**src/design/pst_pkg.sv**
```systemverilog
`default_nettype none

package pst_pkg;

    localparam int MAX_POSITIONS_DEF = 1024;

    localparam int INDEX_W = 11;
    localparam int WALK_W  = INDEX_W + 1;
    localparam int SUM_W   = 64;

    localparam int PADDR_W = 3;
    localparam int PDATA_W = 32;

    // register word index, taken from paddr above the byte offset
    localparam logic [PADDR_W-3:0] REG_SIZE_IN_USE = 1'b0;
    localparam logic [INDEX_W-1:0] SIZE_RESET      = 11'd1024;

    localparam logic OP_ADD   = 1'b0;
    localparam logic OP_QUERY = 1'b1;

    typedef struct packed {
        logic clr;
        logic load_add;
        logic load_query;
        logic load_lo;
        logic step;
        logic sub;
        logic out_load;
    } dp_cmd_t;

    typedef struct packed {
        logic clr_last;
        logic active;
        logic pend;
    } dp_stat_t;

    function automatic logic [WALK_W-1:0] low_bit(input logic [WALK_W-1:0] x);
        low_bit = x & (~x + 1'b1);
    endfunction

endpackage

`default_nettype wire

```
**src/design/pst_ctrl.sv**
```systemverilog
`default_nettype none

module pst_ctrl (
    input  wire                    aclk,
    input  wire                    aresetn,
    input  wire                    s_valid,
    output logic                   s_ready,
    input  wire                    s_operation,
    output logic                   m_valid,
    input  wire                    m_ready,
    output pst_pkg::dp_cmd_t       cmd,
    input  wire pst_pkg::dp_stat_t stat
);

    localparam logic [2:0] ST_CLEAR = 3'd0;
    localparam logic [2:0] ST_IDLE  = 3'd1;
    localparam logic [2:0] ST_ADD   = 3'd2;
    localparam logic [2:0] ST_QHI   = 3'd3;
    localparam logic [2:0] ST_QLO   = 3'd4;
    localparam logic [2:0] ST_DONE  = 3'd5;

    logic [2:0] state_reg, state_next;
    logic       m_valid_reg, m_valid_next;

    always_comb begin
        state_next   = state_reg;
        m_valid_next = m_valid_reg && !m_ready;
        cmd          = '0;
        s_ready      = 1'b0;
        case (state_reg)
            ST_CLEAR: begin
                cmd.clr = 1'b1;
                if (stat.clr_last) begin
                    state_next = ST_IDLE;
                end
            end
            ST_IDLE: begin
                s_ready = 1'b1;
                if (s_valid) begin
                    if (s_operation == pst_pkg::OP_ADD) begin
                        cmd.load_add = 1'b1;
                        state_next   = ST_ADD;
                    end else begin
                        cmd.load_query = 1'b1;
                        state_next     = ST_QHI;
                    end
                end
            end
            ST_ADD: begin
                cmd.step = 1'b1;
                if (!stat.active && !stat.pend) begin
                    state_next = ST_IDLE;
                end
            end
            ST_QHI: begin
                cmd.step = 1'b1;
                if (!stat.active) begin
                    cmd.load_lo = 1'b1;
                    state_next  = ST_QLO;
                end
            end
            ST_QLO: begin
                cmd.step = 1'b1;
                cmd.sub  = 1'b1;
                if (!stat.active && !stat.pend) begin
                    state_next = ST_DONE;
                end
            end
            ST_DONE: begin
                if (!m_valid_reg || m_ready) begin
                    cmd.out_load = 1'b1;
                    m_valid_next = 1'b1;
                    state_next   = ST_IDLE;
                end
            end
            default: begin
                state_next = ST_IDLE;
            end
        endcase
    end

    always_ff @(posedge aclk) begin
        if (!aresetn) begin
            state_reg   <= ST_CLEAR;
            m_valid_reg <= 1'b0;
        end else begin
            state_reg   <= state_next;
            m_valid_reg <= m_valid_next;
        end
    end

    assign m_valid = m_valid_reg;

endmodule

`default_nettype wire

```
**config.mk**
```make
export PLATFORM = sky130hd
export DESIGN_NAME = pst_ctrl
export DESIGN_NICKNAME = d
export VERILOG_FILES = /design/src/design/pst_pkg.sv /design/src/design/pst_ctrl.sv
export SDC_FILE = /design/constraint.sdc
export NUM_CORES = 1
export LEC_CHECK = 0
export ABC_AREA = 1
export BUFFER_PORTS_ARGS = -buffer_cell sky130_fd_sc_hd__buf_4
export CAP_MARGIN = 5
export CORE_AREA = 10 10 47 49
export CTS_CLUSTER_DIAMETER = 120
export DETAILED_ROUTE_END_ITERATION = 12
export DIE_AREA = 0 0 57 59
export PLACE_DENSITY = 0.48
export SLEW_MARGIN = 10
export SYNTH_ARGS = -nofsm -noshare
export SYNTH_HDL_FRONTEND = slang
export SYNTH_SLANG_ARGS = --single-unit
```
**constraint.sdc**
```tcl
create_clock -name aclk -period 2.7 [get_ports aclk]
set_input_delay 0.135 -clock aclk [delete_from_list [all_inputs] [get_ports aclk]]
set_output_delay 0.135 -clock aclk [all_outputs]
set_load 0.05 [all_outputs]
```
==> results.md, run 1 <==
- Pwr/cell area: 1200 nW/um^2
- Synth cell types: 15
- Diode count: 0
- Synthesized area: 316.6 um^2
- Post-Route WL: 877 um
- Critical path class: register to primary output
- Combinational power share: 0.670
- Most frequent cells in the layout: 16 x buf_4, 9 x nor2_1, 8 x inv_1, 8 x nand2_1, 7 x nand3_1
- Proportion of layout cells with a drive suffix above 1: 0.3571
- Status: finished clean
- Adder-cell area share of the yosys netlist: 0
- VDD IR max: 0.0004280 V
- Hold Fails Final Rpt: 0
- Finished Cell Area: 467.9 um^2
- Required @ worst endpoint: ~2.6 ns
- CTS tree: yes
- YS warnings: 0
- Setup Fix Bufs, Post-CTS: 0
- Post-CTS Resized: 0
- Deepest clock path buffer count: 2
- Sw Pwr: 0.3151 mW
- Largest family of logic cells by synthesized area: simple AND/OR/NAND/NOR gates
- Post-Synth XOR/XNOR Area: 0
- Initial antenna violation count: 0
- Seq/Total Area, Yosys: 0.2530
- Crit path DAT: ~1.4 ns
- Area post-placement: around 450 um^2
- Max FFs per register: 3
- Synth Area in Compound Gates: 0.1660
- Fin. max-slew vios: 0
- Clock slew seen by the registers of the worst setup and hold paths: about 0.04 ns
- Ports: 17
- Router iterations before antenna repair: 4
- Measured slew at the worst slew-check pin: about 0.27 ns
- Cts hold-fix bufs: 0
- Sw Ratio: 0.5611
- Fin crit share: 0.5511
- CP peak stage delay: 0.44 ns
- DP Wirelength: 744.7 um
- Layout Skew: 0.001437 ns
- Routed wire per std cell: 10.20 um
- TritonCTS buffer count: 3
- DP Cell Count: 83
- Critical Path Sink Type: primary output
- P&R area growth vs syn: 47.83%
- Max Fclk: 672.0 MHz
- Mux cell area share after synthesis: 0
- Rows: 14
- Clock Tree Root: clkbuf_4
- Nature of the critical path startpoint: register
- Chip width: 57 um
- Die area: 3363 um^2
- Most common cell after layout, fill and taps aside: buf_4
- Post-DRT Antenna Nets: 0
- Max Cap Viol: 0
- Critical path peak fanout: 8
- Die height: 59 um
- Drt initial violations: 2
- GR Util All Layers: 0.05534
- Pin count of the biggest net entering global routing: 9
- Wire length of the first global-routing pass: roughly 1500 um
- DRC: 0
- Area share of the largest cell type after synthesis: 0.2530
- Mapped Cells: 52
- Critical-path cell list: inv_1 > nor2_1 > nand2_1 > nor3_1 > buf_4
- Pre-CTS WS: 1.447 ns
- Clock sink count: 4
- H-tree depth: 1
- #FFs+latches synth: 4
- Vias in the first global route: 366
- Internal power: 0.2465 mW
- Total Nets Final: 80
- Port bufs: 16
- Mean post-synth cell area: 6.088 um^2
- Core area: between 1000 and 1500 um^2
- Final setup fails: 0
- Routability congestion estimate: 0.7693
- Clk pwr share: 0.133
- Worst Hold Class: input pin to register
- Skew-Pair Late Insertion Delay: 0.23 ns
- Via density: 4.360
- Part of the power in registers: 0.197
- Slew headroom: 0.8224
- Syn nets: 60
- RSZ-0062 raised after global routing: false
- Min setup slack post-route: between 1 and 1.5 ns
- Synth top area cells: dfxtp_1 25%, nand3_1 11%, nor2_1 11%
- Slowest CP cell: dfxtp_1
- Post-synthesis simple-gate area fraction: 0.4387
- Grt ovf: 0
- Largest area contributor in the netlist: dfxtp_1
- Tmin final: roughly 1.5 ns
- Pleak: 0.2541 nW
- Non-filler cells in the finished layout: 86
- Vias after detailed routing: roughly 380
- Starting Density: 0.2259
- TNS Setup: 0 ns
[metrics by stage]
step           power (mW)  hold slack, ns    util
4_1_cts            0.5701          0.1480  0.3339
3_3_place_gp       0.4954          0.3973  0.3179
6_report           0.5617          0.1557  0.3339
3_5_place_dp       0.4915          0.3949  0.3179
2_1_floorplan      0.4073          0.2557       -
5_1_grt            0.6149          0.1662  0.3339
[kinds of logic after synthesis]
family	after synthesis
buf+inv	10
flops	4
compound gates	8
simple gates	30
[cell usage after synthesis]
| cell type | number |
|---|---|
| buf_6 | 1 |
| dfxtp_1 | 4 |
| o21ai_2 | 2 |
| a21oi_1 | 4 |
| nand2_2 | 2 |
| nand3_1 | 7 |
| nor3_1 | 2 |
| nor2_1 | 9 |
| a211oi_1 | 1 |
| nand2_1 | 8 |
| nand4_1 | 1 |
| a21boi_0 | 1 |
| inv_1 | 8 |
| inv_2 | 1 |
| nor2_4 | 1 |
[power by group through the flow]
stage | Sequential (mW) | Clock (mW) | Combinational (mW)
after CTS | 0.110 | 0.0784 | 0.382
after global placement | 0.111 | 0 | 0.385
after detailed placement | 0.111 | 0 | 0.381
final | 0.110 | 0.0748 | 0.376
after global routing | 0.116 | 0.0845 | 0.414
after floorplan | 0.104 | 0 | 0.304
[layer usage]
layer  GRT usage  wire length [um]  part of all wire
met1     0.05707               382              0.44
met2     0.08527               414              0.47
met3     0.02790                80             0.091
met4     0.04027                 0                 0
met5           0                 0                 0
[area by class of cell]
| cell class | instances | area, um^2 |
|---|---|---|
| clock buffer | 3 | 22.52 |
| fill | 171 | 933.4 |
| inverter | 9 | 33.78 |
| multi-input combinational | 38 | 191.4 |
| sequential | 4 | 80.08 |
| tap | 16 | 20.02 |
| timing repair buffer | 16 | 120.1 |
[critical path: cells and delay by family, from the launching register on]
kind | cells | cell delay (ns)
buffers and inverters | 2 | 0.30
AND/OR/NAND/NOR | 3 | 0.37
flip-flops | 1 | 0.44
[path summary, 6_finish.rpt]
kind	startpoint	endpoint	slack (ns)	cells past startpoint
setup / recovery	state_reg[0]	cmd[5]	1.21	5
hold / removal	aresetn	state_reg[0]	0.16	3
setup reg to reg	state_reg[1]	state_reg[2]	1.49	7
hold reg to reg	m_valid	m_valid	0.55	2
No activity file was read; power rests on OpenSTA's default activity.
==> inputs of run 2 (changes only) <==
ABC_AREA = 0   (was 1)
PLACE_DENSITY = 0.45   (was 0.48)
clock period = 1.4 ns   (was 2.7 ns; I/O delays follow)
==> results.md, run 2 <==
- Routability congestion estimate: 0.7476 (-2.8%)
- Total power draw: 0.4498 mW (-20%)
- Fin. max-slew vios: 0 (unchanged)
- TNS Setup: 0 ns (unchanged)
- Deepest clock path buffer count: 2 (unchanged)
- Pwr/cell area: 898.7 nW/um^2 (-25%)
- Bufs and invs on worst path: 2 (unchanged)
- Post-Route WL: 911 um (+3.9%)
- Critical path depth: 3 (-2)
- Grt ovf: 0 (unchanged)
- Via density: 4.812 (+10%)
- Max Cap Viol: 0 (unchanged)
- Largest area contributor in the netlist: dfxtp_1
- Initial antenna violation count: 0 (unchanged)
- Chip width: 57 um (unchanged)
- Fin crit share: 0.9521
- Pre-CTS WS: 0.1667 ns (-1.281 ns)
- Number of synthesized flops with an enable pin: 0 (unchanged)
- Min setup slack post-route: 0.06700 ns (-1.145 ns)
- CP peak stage delay: 0.43 ns (about the same)
- Drt initial violations: 10 (+8)
- DRC: 0 (unchanged)
- DP Wirelength: 739.6 um (-0.68%)
- Nature of the critical path startpoint: register
- Synthesized area: 280.3 um^2 (-11%)
- Setup Fix Bufs, Post-CTS: 0 (unchanged)
- # fillers: 148 (-13%)
- Post-synth top flop: dfxtp_1
- Pin count of the biggest net entering global routing: 11 (+2)
- TritonCTS buffer count: 3 (unchanged)
- Synth cell types: 23 (+8)
- Post-CTS Resized: 2 (+2)
- Clock slew seen by the registers of the worst setup and hold paths: 0.04 ns (about the same)
- Crit-path leading delay family: simple AND/OR/NAND/NOR gates
- Tmin final: 1.333 ns
- Slew headroom: 0.7925 (-0.02985)
- Mean post-synth cell area: 8.243 um^2 (+35%)
- Ports: 17 (unchanged)
- Critical path class: register to primary output
- Measured slew at the worst slew-check pin: 0.3104 ns (+0.04436 ns)
- RSZ-0062 raised after global routing: false
- Skew-Pair Late Insertion Delay: 0.24 ns (about the same)
- Slowest CP cell: or3b_4
- Synth top cells by count: 4 x dfxtp_1, 4 x inv_1, 3 x a21oi_1
- Pleak: 0.2147 nW (-15%)
- Cts hold-fix bufs: 0 (unchanged)
- Core area: 1401 um^2 (unchanged)
- CTS tree: yes
- #FFs+latches synth: 4 (unchanged)
- VDD IR max: 0.0004431 V (+3.5%)
- Routed wire per std cell: 13.20 um (+29%)
- Reg2Reg Depth: 3 (-4)
- Max Fclk: 750.2 MHz
- Worst Hold Class: input pin to register
- Mapped Cells: 34 (-35%)
- Port bufs: 16 (unchanged)
- Final setup fails: 0 (unchanged)
- Router iterations before antenna repair: 5 (+1)
- YS warnings: 0 (unchanged)
- Vias in the first global route: 343 (-6.3%)
- Diode count: 0 (unchanged)
- Wire length of the first global-routing pass: 1518 um (+1.4%)
- Crit path DAT: 1.26 ns (-0.09 ns)
- P&R area growth vs syn: 78.57%
- Syn nets: 42 (-30%)
- Worst hold stages: 2 (-1)
- Clock Tree Root: clkbuf_4
- Proportion of layout cells with a drive suffix above 1: 0.6792 (+0.3221)
- Required @ worst endpoint: 1.33 ns (-1.24 ns)
- Max FFs per register: 3 (unchanged)
- H-tree depth: 1 (unchanged)
- Critical Path Sink Type: primary output
- Die area: 3363 um^2 (unchanged)
- Critical-path cell list: or3b_4 > inv_1 > buf_4
- Status: finished clean
- Most frequent cells in the layout: 15 x buf_4, 3 x inv_1, 3 x a21oi_1, 3 x clkbuf_4, 3 x buf_6
- Most common cell after layout, fill and taps aside: buf_4
- Seq/Total Area, Yosys: 0.2857 (+0.03275)
- Synth top area cells: dfxtp_1 29%, a21oi_1 5.4%, inv_1 5.4%
- Layout Skew: 0.003077 ns (+0.001639 ns)
- Vias after detailed routing: 332 (-11%)
- Total Nets Final: 63 (-21%)
- Area share of the largest cell type after synthesis: 0.2857 (+0.03275)
- Ys async rst share: 0 (unchanged)
- Hold Fails Final Rpt: 0 (unchanged)
- Clock sink count: 4 (unchanged)
- Starting Density: 0.2000 (-0.02589)
- Rows: 14 (unchanged)
- Die height: 59 um (unchanged)
- Post-DRT Antenna Nets: 0 (unchanged)
- Critical path peak fanout: 7 (-1)
- GR Util All Layers: 0.05697 (+0.001631)
==> run 2: cell count changes after synthesis, sizes merged, moves of 2 or more <==
cell,previous run,this run
inv,9,4
nand2,10,1
nand3,7,1
nand2b,0,2
nor4,0,2
nor2,10,1
==> run 2: per-stage QoR <==
step	hold slack, ns	area, um^2	util	cells
floorplan	0.1878	316.6	-	34
global placement	0.3073	455.4	0.3250	66
detailed placement	0.3073	455.4	0.3250	66
CTS	0.06282	483.0	0.3446	69
global route	0.08305	500.5	0.3571	69
finish	0.06414	500.5	0.3571	69
==> run 2: final timing paths <==
check	from	endpoint	slack, ns
worst min-delay path	aresetn	state_reg[2]	0.06
worst min register to register	m_valid	m_valid	0.52
worst max register to register	state_reg[1]	state_reg[0]	0.27
worst max-delay path	state_reg[1]	cmd[1]	0.07
==> run 2: cell families after synthesis <==
family	synth area share
buf+inv	0.1116
flops	0.2857
simple gates	0.3169
compound gates	0.2857
==> run 2: layer usage <==
metal	vias up	global-route usage	share of wire
met4	0	0.04027	0.041
met5	-	0	0
li1	164	-	-
met2	17	0.07752	0.45
met1	145	0.06272	0.41
met3	6	0.03648	0.10
==> run 2: where the power goes <==
part | leakage, nW | internal (mW) | switching, mW | total, mW
combinational | 0.167 | 0.0642 | 0.106 | 0.170
sequential | 0.0341 | 0.123 | 0.0139 | 0.137
clock | 0.0138 | 0.0958 | 0.0469 | 0.143
total | 0.215 | 0.283 | 0.167 | 0.450
==> run 2: final cells by class <==
type / count / area (um^2) / area share
clock buffers: 3 / 22.52 / 0.04500
multi-input cells: 24 / 210.2 / 0.4200
flip-flops and latches: 4 / 86.33 / 0.1725
well taps: 16 / 20.02 / 0.04000
repair buffers: 18 / 146.4 / 0.2925
inverters: 4 / 15.01 / 0.03000
